`src/rtl/core/piece_table_edit_engine_core_defines.svh`:
```
// Assertion macros shared by the piece table edit engine.
// Depends on nothing; included by modules that carry assertions.
`ifndef PIECE_TABLE_EDIT_ENGINE_CORE_DEFINES_SVH
`define PIECE_TABLE_EDIT_ENGINE_CORE_DEFINES_SVH

// Same-cycle implication, checked outside reset.
`define PTE_ASSERT_NOW(lbl, ante, cons, msg) \
  lbl: assert property (@(posedge clk) disable iff (!rst_n) (ante) |-> (cons)) else $error(msg);

// Next-cycle implication, checked outside reset.
`define PTE_ASSERT_NEXT(lbl, ante, cons, msg) \
  lbl: assert property (@(posedge clk) disable iff (!rst_n) (ante) |=> (cons)) else $error(msg);

`endif

```
`src/rtl/core/pte_pkg.sv`:
```
// Shared types and constants of the piece table edit engine.
// Depends on nothing; used by piece_table_edit_engine_core (pte_ram does not use it).
package pte_pkg;

  localparam int MAX_PIECES = 64;
  localparam int POS_BITS   = 24;
  localparam int IDX_W      = $clog2(MAX_PIECES);
  localparam int CNT_W      = IDX_W + 1;
  localparam int SUM_W      = POS_BITS + CNT_W;
  localparam int PIDX_W     = 6;

  localparam logic [1:0] REQ_INSERT = 2'd0;
  localparam logic [1:0] REQ_REMOVE = 2'd1;
  localparam logic [1:0] REQ_READ   = 2'd2;

  localparam logic [1:0] STAT_OK     = 2'd0;
  localparam logic [1:0] STAT_RANGE  = 2'd1;
  localparam logic [1:0] STAT_FULL   = 2'd2;
  localparam logic [1:0] STAT_BADIDX = 2'd3;

  typedef struct packed {
    logic                kind;
    logic [POS_BITS-1:0] start;
    logic [POS_BITS-1:0] len;
  } piece_t;

endpackage

```
`src/rtl/core/pte_ram.sv`:
```
// Generic simple dual-port RAM with one write port and a registered read port.
// Depends on nothing.
module pte_ram #(
  parameter int WIDTH = 8,
  parameter int DEPTH = 16
) (
  input  logic                     clk,
  input  logic                     wr_en,
  input  logic [$clog2(DEPTH)-1:0] wr_addr,
  input  logic [WIDTH-1:0]         wr_data,
  input  logic                     rd_en,
  input  logic [$clog2(DEPTH)-1:0] rd_addr,
  output logic [WIDTH-1:0]         rd_data
);

  logic [WIDTH-1:0] mem [DEPTH];

  always_ff @(posedge clk) begin
    if (wr_en) begin
      mem[wr_addr] <= wr_data;
    end
    if (rd_en) begin
      rd_data <= mem[rd_addr];
    end
  end

endmodule

```
`src/rtl/core/piece_table_edit_engine_core.sv`:
```
// Piece table edit engine: an ordered table of text pieces held in one RAM.
// A read looks up one entry; an insert scans up to the covering piece, then the tail is
// moved, and a remove scans the whole table before a split or a compaction pass.
// One request at a time: busy stays high until the result beat is shown and is low during it.
// Reset (rst_n low, synchronous) empties the table; the RAM is not cleared.
// Results are shown for one cycle on out_valid and cannot be held off.
`include "piece_table_edit_engine_core_defines.svh"
module piece_table_edit_engine_core
  import pte_pkg::*;
(
  input  logic                clk,
  input  logic                rst_n,
  input  logic                start,
  output logic                busy,
  input  logic [1:0]          in_req_type,
  input  logic [POS_BITS-1:0] in_doc_position,
  input  logic                in_buffer_kind,
  input  logic [POS_BITS-1:0] in_piece_start,
  input  logic [POS_BITS-1:0] in_run_length,
  input  logic [PIDX_W-1:0]   in_piece_index,
  output logic                out_valid,
  output logic [1:0]          out_status,
  output logic [CNT_W-1:0]    out_piece_total,
  output logic                out_kind,
  output logic [POS_BITS-1:0] out_start,
  output logic [POS_BITS-1:0] out_length
);

  // The sequencer walks the table through the RAM's read port one entry a
  // cycle, with the read data arriving in the next cycle tagged by its index.
  // An insert first scans for the covering piece, then opens needed slots by moving
  // the tail upwards (highest entry first, so nothing unread is overwritten),
  // and finally writes up to three fresh entries. A remove first sums the
  // document length and looks for a span strictly inside one piece; that
  // split case is handled like an insert, every other valid non-empty remove is an
  // in-place compaction pass where the write index never overtakes the read index.
  typedef enum logic [2:0] {
    ST_IDLE, ST_RD_ISSUE, ST_RD_DATA, ST_SCAN, ST_DECIDE, ST_SHIFT, ST_FIX, ST_COMPACT
  } state_t;

  state_t              state_r, state_nxt;
  logic [1:0]          op_r, op_nxt;
  logic [POS_BITS-1:0] pos_r, pos_nxt;
  logic                kind_r, kind_nxt;
  logic [POS_BITS-1:0] nstart_r, nstart_nxt;
  logic [POS_BITS-1:0] nlen_r, nlen_nxt;
  logic [PIDX_W-1:0]   idx_r, idx_nxt;
  logic [CNT_W-1:0]    count_r, count_nxt;
  logic [CNT_W-1:0]    iss_r, iss_nxt;
  logic [IDX_W-1:0]    rd_idx_r, rd_idx_nxt;
  logic                rd_vld_r, rd_vld_nxt;
  logic [SUM_W-1:0]    cur_r, cur_nxt;
  logic                hit_r, hit_nxt;
  logic [IDX_W-1:0]    hit_idx_r, hit_idx_nxt;
  logic [SUM_W-1:0]    hit_cur_r, hit_cur_nxt;
  piece_t              hp_r, hp_nxt;
  logic [CNT_W-1:0]    k_r, k_nxt;
  logic [CNT_W-1:0]    sh_at_r, sh_at_nxt;
  logic [1:0]          sh_n_r, sh_n_nxt;
  logic [IDX_W-1:0]    fx_at_r, fx_at_nxt;
  logic [1:0]          fx_cnt_r, fx_cnt_nxt;
  logic [1:0]          fx_step_r, fx_step_nxt;
  piece_t              fx_e_r [3];
  piece_t              fx_e_nxt [3];
  logic                out_valid_r, out_valid_nxt;
  logic [1:0]          out_status_r, out_status_nxt;
  piece_t              out_p_r, out_p_nxt;

  logic                wr_en, rd_en;
  logic [IDX_W-1:0]    wr_addr, rd_addr;
  piece_t              wr_data;
  logic [$bits(piece_t)-1:0] rd_raw;
  piece_t              rd_p;

  pte_ram #(.WIDTH($bits(piece_t)), .DEPTH(MAX_PIECES)) u_store (
    .clk     (clk),
    .wr_en   (wr_en),
    .wr_addr (wr_addr),
    .wr_data (wr_data),
    .rd_en   (rd_en),
    .rd_addr (rd_addr),
    .rd_data (rd_raw)
  );

  assign rd_p = piece_t'(rd_raw);

  // Per-entry arithmetic on the piece that has just come out of the RAM.
  logic [SUM_W-1:0]    pos_w, end_w, pe, lo, hi;
  logic                ins_hit, touched, rem_split;
  logic [POS_BITS-1:0] cut_left, cut_rl;
  piece_t              left_p, right_p;

  always_comb begin
    pos_w     = SUM_W'(pos_r);
    end_w     = SUM_W'(pos_r) + SUM_W'(nlen_r);
    pe        = cur_r + SUM_W'(rd_p.len);
    ins_hit   = (pos_w >= cur_r) && (pos_w <= pe);
    lo        = (cur_r > pos_w) ? cur_r : pos_w;
    hi        = (pe < end_w) ? pe : end_w;
    touched   = lo < hi;
    rem_split = touched && (pos_w > cur_r) && (pe > end_w);
    cut_left  = POS_BITS'(pos_w - cur_r);
    cut_rl    = POS_BITS'(pe - end_w);
    left_p    = '{kind: rd_p.kind, start: rd_p.start, len: cut_left};
    right_p   = '{kind: rd_p.kind, start: rd_p.start + (rd_p.len - cut_rl), len: cut_rl};
  end

  // Arithmetic on the recorded piece, used when deciding an edit.
  logic [SUM_W-1:0]    hpe;
  logic [POS_BITS:0]   msum, mend;
  logic [POS_BITS-1:0] h_left, h_rl;
  piece_t              np;

  always_comb begin
    hpe    = hit_cur_r + SUM_W'(hp_r.len);
    msum   = {1'b0, hp_r.len} + {1'b0, nlen_r};
    mend   = {1'b0, hp_r.start} + {1'b0, hp_r.len};
    h_left = POS_BITS'(pos_w - hit_cur_r);
    h_rl   = POS_BITS'(hpe - end_w);
    np     = '{kind: kind_r, start: nstart_r, len: nlen_r};
  end

  always_comb begin
    state_nxt      = state_r;
    op_nxt         = op_r;
    pos_nxt        = pos_r;
    kind_nxt       = kind_r;
    nstart_nxt     = nstart_r;
    nlen_nxt       = nlen_r;
    idx_nxt        = idx_r;
    count_nxt      = count_r;
    iss_nxt        = iss_r;
    rd_idx_nxt     = rd_idx_r;
    rd_vld_nxt     = 1'b0;
    cur_nxt        = cur_r;
    hit_nxt        = hit_r;
    hit_idx_nxt    = hit_idx_r;
    hit_cur_nxt    = hit_cur_r;
    hp_nxt         = hp_r;
    k_nxt          = k_r;
    sh_at_nxt      = sh_at_r;
    sh_n_nxt       = sh_n_r;
    fx_at_nxt      = fx_at_r;
    fx_cnt_nxt     = fx_cnt_r;
    fx_step_nxt    = fx_step_r;
    fx_e_nxt       = fx_e_r;
    out_valid_nxt  = 1'b0;
    out_status_nxt = out_status_r;
    out_p_nxt      = out_p_r;
    wr_en          = 1'b0;
    wr_addr        = '0;
    wr_data        = rd_p;
    rd_en          = 1'b0;
    rd_addr        = '0;

    case (state_r)
      ST_IDLE: begin
        if (start) begin
          op_nxt     = in_req_type;
          pos_nxt    = in_doc_position;
          kind_nxt   = in_buffer_kind;
          nstart_nxt = in_piece_start;
          nlen_nxt   = in_run_length;
          idx_nxt    = in_piece_index;
          iss_nxt    = '0;
          cur_nxt    = '0;
          hit_nxt    = 1'b0;
          out_p_nxt  = '0;
          case (in_req_type)
            REQ_INSERT, REQ_REMOVE: state_nxt = ST_SCAN;
            REQ_READ:               state_nxt = ST_RD_ISSUE;
            default: begin
              out_status_nxt = STAT_OK;
              out_valid_nxt  = 1'b1;
            end
          endcase
        end
      end

      ST_RD_ISSUE: begin
        if (CNT_W'(idx_r) < count_r) begin
          rd_en     = 1'b1;
          rd_addr   = IDX_W'(idx_r);
          state_nxt = ST_RD_DATA;
        end else begin
          out_status_nxt = STAT_BADIDX;
          out_valid_nxt  = 1'b1;
          state_nxt      = ST_IDLE;
        end
      end

      ST_RD_DATA: begin
        out_p_nxt      = rd_p;
        out_status_nxt = STAT_OK;
        out_valid_nxt  = 1'b1;
        state_nxt      = ST_IDLE;
      end

      ST_SCAN: begin
        if (rd_vld_r) begin
          cur_nxt = pe;
          if ((op_r == REQ_INSERT && ins_hit) || (op_r == REQ_REMOVE && rem_split)) begin
            hit_nxt     = 1'b1;
            hit_idx_nxt = rd_idx_r;
            hit_cur_nxt = cur_r;
            hp_nxt      = rd_p;
          end
        end
        if (rd_vld_r && op_r == REQ_INSERT && ins_hit) begin
          // Covering piece found: stop issuing, nothing further is in flight.
          state_nxt = ST_DECIDE;
        end else if (iss_r < count_r) begin
          rd_en      = 1'b1;
          rd_addr    = IDX_W'(iss_r);
          rd_idx_nxt = IDX_W'(iss_r);
          rd_vld_nxt = 1'b1;
          iss_nxt    = iss_r + 1'b1;
        end else if (!rd_vld_r) begin
          state_nxt = ST_DECIDE;
        end
      end

      ST_DECIDE: begin
        fx_step_nxt = '0;
        iss_nxt     = count_r;
        sh_at_nxt   = count_r;
        sh_n_nxt    = 2'd0;
        if (op_r == REQ_INSERT) begin
          if (count_r == '0) begin
            if (pos_r == '0) begin
              fx_at_nxt   = '0;
              fx_e_nxt[0] = np;
              fx_cnt_nxt  = 2'd1;
              state_nxt   = ST_FIX;
            end else begin
              out_status_nxt = STAT_RANGE;
              out_valid_nxt  = 1'b1;
              state_nxt      = ST_IDLE;
            end
          end else if (!hit_r) begin
            out_status_nxt = STAT_RANGE;
            out_valid_nxt  = 1'b1;
            state_nxt      = ST_IDLE;
          end else if (pos_w == hit_cur_r) begin
            if (count_r >= CNT_W'(MAX_PIECES)) begin
              out_status_nxt = STAT_FULL;
              out_valid_nxt  = 1'b1;
              state_nxt      = ST_IDLE;
            end else begin
              sh_at_nxt   = CNT_W'(hit_idx_r);
              sh_n_nxt    = 2'd1;
              fx_at_nxt   = hit_idx_r;
              fx_e_nxt[0] = np;
              fx_cnt_nxt  = 2'd1;
              state_nxt   = ST_SHIFT;
            end
          end else if (pos_w == hpe) begin
            if (kind_r == hp_r.kind && mend == {1'b0, nstart_r} && !msum[POS_BITS]) begin
              fx_at_nxt   = hit_idx_r;
              fx_e_nxt[0] = '{kind: hp_r.kind, start: hp_r.start, len: msum[POS_BITS-1:0]};
              fx_cnt_nxt  = 2'd1;
              state_nxt   = ST_FIX;
            end else if (count_r >= CNT_W'(MAX_PIECES)) begin
              out_status_nxt = STAT_FULL;
              out_valid_nxt  = 1'b1;
              state_nxt      = ST_IDLE;
            end else begin
              sh_at_nxt   = CNT_W'(hit_idx_r) + 1'b1;
              sh_n_nxt    = 2'd1;
              fx_at_nxt   = hit_idx_r + 1'b1;
              fx_e_nxt[0] = np;
              fx_cnt_nxt  = 2'd1;
              state_nxt   = ST_SHIFT;
            end
          end else begin
            if (count_r + 2'd2 > CNT_W'(MAX_PIECES)) begin
              out_status_nxt = STAT_FULL;
              out_valid_nxt  = 1'b1;
              state_nxt      = ST_IDLE;
            end else begin
              sh_at_nxt   = CNT_W'(hit_idx_r) + 1'b1;
              sh_n_nxt    = 2'd2;
              fx_at_nxt   = hit_idx_r;
              fx_e_nxt[0] = '{kind: hp_r.kind, start: hp_r.start, len: h_left};
              fx_e_nxt[1] = np;
              fx_e_nxt[2] = '{kind: hp_r.kind, start: hp_r.start + h_left,
                              len: hp_r.len - h_left};
              fx_cnt_nxt  = 2'd3;
              state_nxt   = ST_SHIFT;
            end
          end
        end else begin
          // Remove: cur_r now holds the document length.
          if (nlen_r == '0) begin
            out_status_nxt = STAT_OK;
            out_valid_nxt  = 1'b1;
            state_nxt      = ST_IDLE;
          end else if (end_w > cur_r) begin
            out_status_nxt = STAT_RANGE;
            out_valid_nxt  = 1'b1;
            state_nxt      = ST_IDLE;
          end else if (hit_r) begin
            if (count_r >= CNT_W'(MAX_PIECES)) begin
              out_status_nxt = STAT_FULL;
              out_valid_nxt  = 1'b1;
              state_nxt      = ST_IDLE;
            end else begin
              sh_at_nxt   = CNT_W'(hit_idx_r) + 1'b1;
              sh_n_nxt    = 2'd1;
              fx_at_nxt   = hit_idx_r;
              fx_e_nxt[0] = '{kind: hp_r.kind, start: hp_r.start, len: h_left};
              fx_e_nxt[1] = '{kind: hp_r.kind, start: hp_r.start + (hp_r.len - h_rl),
                              len: h_rl};
              fx_cnt_nxt  = 2'd2;
              state_nxt   = ST_SHIFT;
            end
          end else begin
            iss_nxt   = '0;
            cur_nxt   = '0;
            k_nxt     = '0;
            state_nxt = ST_COMPACT;
          end
        end
      end

      ST_SHIFT: begin
        if (rd_vld_r) begin
          wr_en   = 1'b1;
          wr_addr = rd_idx_r + IDX_W'(sh_n_r);
          wr_data = rd_p;
        end
        if (iss_r > sh_at_r) begin
          rd_en      = 1'b1;
          rd_addr    = IDX_W'(iss_r - 1'b1);
          rd_idx_nxt = IDX_W'(iss_r - 1'b1);
          rd_vld_nxt = 1'b1;
          iss_nxt    = iss_r - 1'b1;
        end else if (!rd_vld_r) begin
          state_nxt = ST_FIX;
        end
      end

      ST_FIX: begin
        wr_en       = 1'b1;
        wr_addr     = fx_at_r + IDX_W'(fx_step_r);
        wr_data     = fx_e_r[fx_step_r];
        fx_step_nxt = fx_step_r + 1'b1;
        if (fx_step_r == fx_cnt_r - 1'b1) begin
          // Growth is the number of slots opened by the shift, or one for an
          // insert into an empty table.
          count_nxt      = count_r + CNT_W'(sh_n_r) + CNT_W'(count_r == '0);
          out_status_nxt = STAT_OK;
          out_valid_nxt  = 1'b1;
          state_nxt      = ST_IDLE;
        end
      end

      ST_COMPACT: begin
        if (rd_vld_r) begin
          cur_nxt = pe;
          wr_addr = IDX_W'(k_r);
          if (!touched) begin
            wr_en   = 1'b1;
            wr_data = rd_p;
            k_nxt   = k_r + 1'b1;
          end else if (pos_w > cur_r) begin
            wr_en   = 1'b1;
            wr_data = left_p;
            k_nxt   = k_r + 1'b1;
          end else if (pe > end_w) begin
            wr_en   = 1'b1;
            wr_data = right_p;
            k_nxt   = k_r + 1'b1;
          end
        end
        if (iss_r < count_r) begin
          rd_en      = 1'b1;
          rd_addr    = IDX_W'(iss_r);
          rd_idx_nxt = IDX_W'(iss_r);
          rd_vld_nxt = 1'b1;
          iss_nxt    = iss_r + 1'b1;
        end else if (!rd_vld_r) begin
          count_nxt      = k_r;
          out_status_nxt = STAT_OK;
          out_valid_nxt  = 1'b1;
          state_nxt      = ST_IDLE;
        end
      end

      default: state_nxt = ST_IDLE;
    endcase
  end

  always_ff @(posedge clk) begin
    if (!rst_n) begin
      state_r     <= ST_IDLE;
      count_r     <= '0;
      rd_vld_r    <= 1'b0;
      out_valid_r <= 1'b0;
    end else begin
      state_r     <= state_nxt;
      count_r     <= count_nxt;
      rd_vld_r    <= rd_vld_nxt;
      out_valid_r <= out_valid_nxt;
    end
    op_r         <= op_nxt;
    pos_r        <= pos_nxt;
    kind_r       <= kind_nxt;
    nstart_r     <= nstart_nxt;
    nlen_r       <= nlen_nxt;
    idx_r        <= idx_nxt;
    iss_r        <= iss_nxt;
    rd_idx_r     <= rd_idx_nxt;
    cur_r        <= cur_nxt;
    hit_r        <= hit_nxt;
    hit_idx_r    <= hit_idx_nxt;
    hit_cur_r    <= hit_cur_nxt;
    hp_r         <= hp_nxt;
    k_r          <= k_nxt;
    sh_at_r      <= sh_at_nxt;
    sh_n_r       <= sh_n_nxt;
    fx_at_r      <= fx_at_nxt;
    fx_cnt_r     <= fx_cnt_nxt;
    fx_step_r    <= fx_step_nxt;
    fx_e_r       <= fx_e_nxt;
    out_status_r <= out_status_nxt;
    out_p_r      <= out_p_nxt;
  end

  assign busy            = (state_r != ST_IDLE);
  assign out_valid       = out_valid_r;
  assign out_status      = out_status_r;
  assign out_piece_total = count_r;
  assign out_kind        = out_p_r.kind;
  assign out_start       = out_p_r.start;
  assign out_length      = out_p_r.len;

  `PTE_ASSERT_NEXT(a_start_busy, start && !busy, busy || out_valid_r, "accepted request lost")
  `PTE_ASSERT_NOW(a_count_max, 1'b1, count_r <= CNT_W'(MAX_PIECES), "piece count overflow")
  `PTE_ASSERT_NOW(a_idle_nowrite, state_r == ST_IDLE, !wr_en, "table written while idle")
  `PTE_ASSERT_NOW(a_beat_idle, out_valid_r, state_r == ST_IDLE, "result beat while still busy")
  `PTE_ASSERT_NOW(a_rd_tag, rd_vld_r, state_r != ST_IDLE, "read data returned while idle")

endmodule
```
`config.mk`:
```
export PLATFORM = sky130hd
export DESIGN_NAME = piece_table_edit_engine_core
export DESIGN_NICKNAME = d
export VERILOG_FILES = /design/src/rtl/core/pte_pkg.sv /design/src/rtl/core/pte_ram.sv /design/src/rtl/core/piece_table_edit_engine_core.sv
export VERILOG_INCLUDE_DIRS = /design/src /design/src/rtl/core
export SDC_FILE = /design/constraint.sdc
export NUM_CORES = 2
export LEC_CHECK = 0
export BUFFER_PORTS_ARGS = -buffer_cell sky130_fd_sc_hd__buf_2
export CAP_MARGIN = 10
export CORE_ASPECT_RATIO = 1.75
export CORE_MARGIN = 2
export CORE_UTILIZATION = 35
export CTS_CLUSTER_DIAMETER = 200
export DETAILED_ROUTE_END_ITERATION = 12
export SYNTH_ARGS = -nofsm -noshare
export SYNTH_HDL_FRONTEND = slang
export SYNTH_SLANG_ARGS = --single-unit
```
`constraint.sdc`:
```
create_clock -name clk -period 12.5 [get_ports clk]
set_input_delay 1.25 -clock clk [delete_from_list [all_inputs] [get_ports clk]]
set_output_delay 1.25 -clock clk [all_outputs]
set_load 0.02 [all_outputs]
```
Word-level counts from Yosys, hierarchy flattened
Memory sizes are Yosys's and may differ from the RTL's. A register that Yosys moved wholly into a read port is not among the register bits.
Index checks and enable logic that the tools add are counted.
{"block": "classes", "n_eq_ne": 52, "mux": 199, "magnitude_cmp": 14, "n_reduce_logical": 48, "addsub": 27, "n_bitwise": 5}
{"op": "$mux W98", "count": 8}
{"op": "$mux W49", "count": 9}
{"op": "$mux W147", "count": 2}
{"op": "$mux W31", "count": 8}
{"op": "$mux W7", "count": 31}
{"op": "$pmux W49 S2", "count": 2}
{"op": "$mux W48", "count": 4}
{"op": "$sub A24 B24 Y24", "count": 7}
{"op": "$mux W6", "count": 22}
{"op": "$bmux W49 S2", "count": 1}
{"op": "$pmux W31 S3", "count": 1}
{"op": "$mux W2", "count": 38}
{"op": "$add A24 B24 Y25", "count": 3}
{"op": "$add A24 B24 Y24", "count": 3}
{"op": "$mux W3", "count": 21}
{"op": "$add A31 B24 Y31", "count": 2}
{"op": "$eq A24 B31 Y1", "count": 2}
{"op": "$ne A2 B2 Y1 const B", "count": 25}
{"op": "$logic_not A24 Y1", "count": 2}
{"op": "$mux W1", "count": 37}
{"op": "$pmux W6 S3", "count": 2}
{"op": "$pmux W7 S5", "count": 1}
{"op": "$ge A24 B31 Y1", "count": 1}
{"op": "$gt A24 B31 Y1", "count": 1}
{"op": "other kinds (70)", "count": 112}
{"block": "word_totals", "in_bits": 84, "regBits": 448, "output_inout_bits": 60, "n_memories": 1, "wordCells": 384, "ram_bits": 3136}
{"memory": "u_store.mem", "depth": 64, "width": 49, "read_ports": 1, "rd_ports_with_merged_regs": 1, "write_ports": 1, "line": "pte_ram.sv:16", "source": "logic [WIDTH-1:0] mem [DEPTH];"}

Depth between registers and ports, before layout
{"block": "depth", "depth_word": 11, "ltp_mapped": 43, "ltp_nobuf": 39}

Modules after synthesis
A second synthesis with hierarchy kept.
{"block": "hier_totals", "cells_unflattened": 9914, "hier_area_um2": 162330.7}
{"module": "pte_ram", "instances": 1, "seq_area_each_um2": 95641.7, "area_per_inst_um2": 120797.1, "cells_each": 5311}
{"module": "piece_table_edit_engine_core", "instances": 1, "seq_area_each_um2": 13332.8, "area_per_inst_um2": 41533.6, "cells_each": 4603}

Worst setup path after synthesis
OpenSTA, ideal clock, no wires.
{"block": "synth_path", "path_kind": "register to register", "from": "register pos_r[1]", "to": "register hit_cur_r[0] (enable)", "t_arrival_ns": 11.594, "path_stages_with_launch": 40, "slack_ns": 0.375, "period_less_slack_ns": 12.125, "path_buffers": 2, "setup_ns": 0.531, "cell_sequence": "edfxtp_1 > inv_1 > fa_1 > nor2b_1 > o31a_1 > o21a_1 > nor2_1 > xnor2_1 > inv_1 > ha_1 > o21ai_0 > nor2b_1 > o31ai_1 > a22oi_1 > a211o_1 > a31o_1 > or3_4 > a211oi_4 > [... 4 more ...] > o21ai_0 > ha_1 > a21o_1 > a21o_1 > a21o_1 > a21o_1 > a21o_1 > a21oi_1 > nor2b_1 > o21ai_0 > nand2_1 > a21o_1 > a211o_1 > or2_2 > o22a_2 > nor4_1 > o21ai_0 > nor2_1"}
{"block": "synth_via", "elab_chain_cells": 9, "word_cells_on_any_way": 17, "cone_classes": "1 x add/sub; 7 x order compare; 2 x mux; 7 x reduce/logical"}
{"item": "start: declaration", "line": "piece_table_edit_engine_core.sv:43", "source": "logic [POS_BITS-1:0] pos_r, pos_nxt;"}
{"item": "start signal: assignment", "line": "piece_table_edit_engine_core.sv:407", "source": "pos_r <= pos_nxt;"}
{"item": "$add A24 B24 Y25", "line": "piece_table_edit_engine_core.sv:95", "source": "end_w = SUM_W'(pos_r) + SUM_W'(nlen_r);"}
{"item": "$lt A31 B25 Y1", "line": "piece_table_edit_engine_core.sv:99", "source": "hi = (pe < end_w) ? pe : end_w;"}
{"item": "$mux W31", "line": "piece_table_edit_engine_core.sv:99"}
{"item": "$lt A31 B31 Y1", "line": "piece_table_edit_engine_core.sv:100", "source": "touched = lo < hi;"}
{"item": "$logic_and A1 B1 Y1 (2 in a row)", "line": "piece_table_edit_engine_core.sv:101", "source": "rem_split = touched && (pos_w > cur_r) && (pe > end_w);"}
{"item": "$logic_and A1 B1 Y1", "line": "piece_table_edit_engine_core.sv:202", "source": "if ((op_r == REQ_INSERT && ins_hit) || (op_r == REQ_REMOVE && rem_split)) begin"}
{"item": "$logic_or A1 B1 Y1 (*)", "line": "piece_table_edit_engine_core.sv:202"}
{"item": "$reduce_and A3 Y1 (no source line) (*)"}
{"item": "end signal: assignment", "line": "piece_table_edit_engine_core.sv:417", "source": "hit_cur_r <= hit_cur_nxt;"}
{"item": "end: declaration", "line": "piece_table_edit_engine_core.sv:55", "source": "logic [SUM_W-1:0] hit_cur_r, hit_cur_nxt;"}
Every way passes the cells marked *; elsewhere a longest branch is shown, timed or not.
A chain may end at the register's enable or synchronous reset.

Worst setup path after layout
{"block": "layout_path", "from": "register nlen_r[0]", "to": "memory u_store.mem[55][34] (netlist bit), data pin"}
{"block": "layout_via", "elab_chain_cells": 9, "word_cells_on_any_way": 13, "cone_classes": "4 x add/sub; 3 x order compare; 6 x mux"}
{"item": "start: declaration", "line": "piece_table_edit_engine_core.sv:46", "source": "logic [POS_BITS-1:0] nlen_r, nlen_nxt;"}
{"item": "start signal: assignment", "line": "piece_table_edit_engine_core.sv:410", "source": "nlen_r <= nlen_nxt;"}
{"item": "$add A24 B24 Y25 (*)", "line": "piece_table_edit_engine_core.sv:95"}
{"item": "$sub A24 B24 Y24", "line": "piece_table_edit_engine_core.sv:103", "source": "cut_rl = POS_BITS'(pe - end_w);"}
{"item": "$sub A24 B24 Y24", "line": "piece_table_edit_engine_core.sv:105", "source": "right_p = '{kind: rd_p.kind, start: rd_p.start + (rd_p.len - cut_rl), len: cut_rl};"}
{"item": "$add A24 B24 Y24", "line": "piece_table_edit_engine_core.sv:105"}
{"item": "$mux W48", "line": "piece_table_edit_engine_core.sv:370", "source": "end else if (pe > end_w) begin"}
{"item": "$mux W48", "line": "piece_table_edit_engine_core.sv:366", "source": "end else if (pos_w > cur_r) begin"}
{"item": "$mux W48 (*)", "line": "piece_table_edit_engine_core.sv:362", "source": "if (!touched) begin"}
{"item": "$mux W48 (*)", "line": "piece_table_edit_engine_core.sv:359", "source": "if (rd_vld_r) begin"}
{"item": "$pmux W49 S2 (*)", "line": "piece_table_edit_engine_core.sv:156", "source": "case (state_r)"}
{"item": "named net u_store.wr_data[34]", "line": "pte_ram.sv:10", "source": "input logic [WIDTH-1:0] wr_data,"}
{"item": "end: declaration", "line": "pte_ram.sv:16"}
The timed path passes the listed nets; every way through them passes the cells marked *.

==> impl_metrics.tcl <==
set metrics [dict create \
    routedWlPerCell_um 34.2 \
    drc 0 \
    holdPathEnd "hit_idx_r[0]" \
    r2r_cells 38 \
    grt_max_degree 120 \
    gp_congestion 1.07 \
    grt_pass1_wl_um 851000 \
    worstHoldStart "rd_idx_r[0]" \
    ys_seq_area_share_pct 66.0 \
    drt_iter0_drc 10675 \
    finalWirelength_um 623000 \
    timing.final.crit_share_pct 97.1 \
    rsz0062_at_grt "false" \
    finalCriticalPeriod_ns 12.14 \
    p_per_area_nw_per_um2 241 \
    netSwitchingPower_uw 19200 \
    crit_required_ns 13.09 \
    maxSlewViolCount 0 \
    hold_viol 0 \
    yosys_warnings 0 \
    start_util_pct 35.1 \
    h-tree-depth 5 \
    syn_avg_cell_area_um2 14.6 \
    ctsHoldBuffers 0 \
    max_slew.worst_pin.slew_ns 1.42 \
    grt_overflow 0 \
    outcome "complete, no violations" \
    via_count 106818 \
    fin_tns_setup_ns 0 \
    layout_common_cells "edfxtp_1, mux2i_1, a21oi_1" \
    synth_edf_count 3621 \
    cts_tree "done" \
    clock-sinks 3633 \
    ant_nets 0 \
    dpl_worst_slack_ns 0.558 \
    multiInputGateArea_um2 53700 \
    cp.arrival_ns 12.73 \
    worst_slack_ns 0.358 \
    nFillCells 43382 \
    cp_common_cell "a21o_1" \
    clk_pin_slew_ns 0.07 \
    seqCellArea_um2 109000 \
    comb_power_share_pct 44.7 \
    sequentialPowerShare_pct 32.9 \
    track_usage_pct 25.6 \
    max_stage_delay_ns 0.80 \
    cts_buffers 323 \
    die_x_um 523 \
    fin_nets 12230 \
    antenna_found_initial 66 \
    rows 333 \
    cap_violations 0 \
    clockRootBuffer "clkbuf_16" \
    core_um2 470000 \
    path_max_fanout 36 \
    startpoint_type "flip-flop" \
    path_class "reg2reg" \
    final_common_cell "edfxtp_1" \
    sw_frac_of_total_pct 42.2 \
    cts.path.max_buffers 4 \
    dp.cells 17562 \
    async_flop_share_pct 0 \
    r2r-start "nlen_r[0]" \
    p_leak_uw 0.0675 \
    setup_viol 0 \
    holdCritPathClass "reg2reg" \
    netlist_area_um2 165000 \
    area_delta_synth_final_pct 13.8 \
    fmax_mhz 82.4 \
    grt_pass1_vias 104744 \
    drive_above_1_share_pct 15.9 \
    clkLatencyLatePin_ns 0.95 \
    ys.flop_type "edfxtp_1" \
    dr.pass1.iters 7 \
    viasPerCell 5.87 \
    port-buffer-count 143 \
    instances_no_fill 18204 \
    ios 144 \
    r2r_slack_ns 0.36 \
    die_height_um 913 \
    dpl-instance-area_um2 177000 \
    reg2reg_to "u_store.mem[55][34]" \
    synth_cell_types 105 \
    synthCells 11302 \
    die_area_um2 478000 \
    hpwl_um 430000 \
    synth_seq_cells 3633 \
    intPower_uw 26200 \
    max-vdd-ir-drop_mv 0.350 \
    clockPowerShare_pct 22.5 \
    fin_area_um2 188000 \
    crit_path_end_kind "flip-flop" \
    finalClockSkew_ns 0.0712 \
    max_slew_margin_pct 4.57 \
    worst_path_max_delay_cell "o41a_1" \
    holdPathStages 0 \
]
## kinds of logic (layout without fill, tap and decap cells)
family,after synthesis,in the layout,synth area share [%]
DFF,3633,3633,66.0
muxes,1510,1510,9.51
and+or+nand+nor,1795,1795,5.40
other,1,63,0.00227
buffers and inverters,907,1550,2.31
adders and majority gates,451,451,3.68
xor gates and xnor gates,366,366,2.03
AOI/OAI and AO/OA,2639,2639,11.1
## per-stage QoR
| stage | hold slack [ns] | util, % | total power, uW |
|---|---|---|---|
| final | 0.468 | 40.0 | 45400 |
| after global routing | 0.467 | 40.0 | 46400 |
| after CTS | 0.421 | 39.9 | 44100 |
| after detailed placement | 0.451 | 37.7 | 34000 |
| after global placement | 0.456 | 37.7 | 34000 |
| after floorplan | 0.424 | - | 25000 |
## flip-flops by register name (all words and copies together) (netlist names), 7 cells and up
register / cells
cur_r: 31
fx_e_r: 147
hit_cur_r: 31
hp_r: 49
iss_r: 7
k_r: 7
nlen_r: 24
nstart_r: 24
out_length: 24
out_piece_total: 7
out_start: 24
pos_r: 24
sh_at_r: 7
u_store.mem: 3136
u_store.rd_data: 49
## synthesized netlist by cell type, types with 108 or more instances
cell      instances  area (um^2)
nor2_1          457         1720
edfxtp_1       3621       109000
o22ai_1         224         1400
buf_2           153          766
a32oi_1         197         1730
a21oi_1         621         3110
xor2_1          118         1030
inv_1           262          983
mux2i_1        1041        10400
a21o_1          117          878
nor3_1          139          696
nor2b_1         253         1580
nand2_1         369         1390
mux2_2          468         5270
nand3_1         145          726
ha_1            380         4750
a211oi_1        287         2150
o221ai_1        120         1050
o21ai_0         307         1540
clkbuf_1        386         1450
xnor2_1         237         2080
a221oi_1        108          946
## power by group through the flow
stage	Combinational [uW]	Sequential, uW	Clock [uW]
2_1_floorplan	9910	15100	0
5_1_grt	20800	14900	10700
6_report	20300	14900	10200
3_3_place_gp	18900	15100	0
3_5_place_dp	18800	15200	0
4_1_cts	19000	14900	10300
## worst max-delay path by stage
| stage | from | end | cells past startpoint | slack, ns |
|---|---|---|---|---|
| floorplan | pos_r[1] | hit_cur_r[0] | 39 | 0.37 |
| global placement | nlen_r[0] | u_store.mem[24][34] | 40 | 0.57 |
| detailed placement | nlen_r[0] | u_store.mem[25][34] | 40 | 0.56 |
| CTS | nlen_r[0] | u_store.mem[19][34] | 40 | 0.50 |
| global route | nlen_r[0] | u_store.mem[27][34] | 39 | 0.17 |
| finish | nlen_r[0] | u_store.mem[55][34] | 38 | 0.36 |
## metal layers
metal	routed length [um]	vias to the layer above	GRT usage, %
li1	-	45496	-
met1	196000	54404	24.5
met2	319000	4995	45.0
met3	40000	1899	5.90
met4	68100	24	23.9
met5	170	-	0
## area by class of cell
class	count	area share, %
Antenna cell	57	0.0759
Clock buffer	376	4.51
Clock inverter	194	1.03
Inverter	269	0.539
Multi-Input combinational cell	6767	28.6
Sequential cell	3633	58.0
Tap cell	6197	4.13
Timing Repair Buffer	711	3.15
## timing repair
action,CTS,global route
buffers inserted,0,0
gates resized for setup,0,2
setup endpoints to repair,0,36
## worst max-delay path: cells and delay by family (launching register included)
kind,cells,cell delay (ns)
adders and majority gates,4,1.39
and+or+nand+nor,6,1.26
AOI/OAI and AO/OA,22,6.59
buffers and inverters,6,1.82
DFF,1,0.53
No activity file was read; power rests on OpenSTA's default activity.
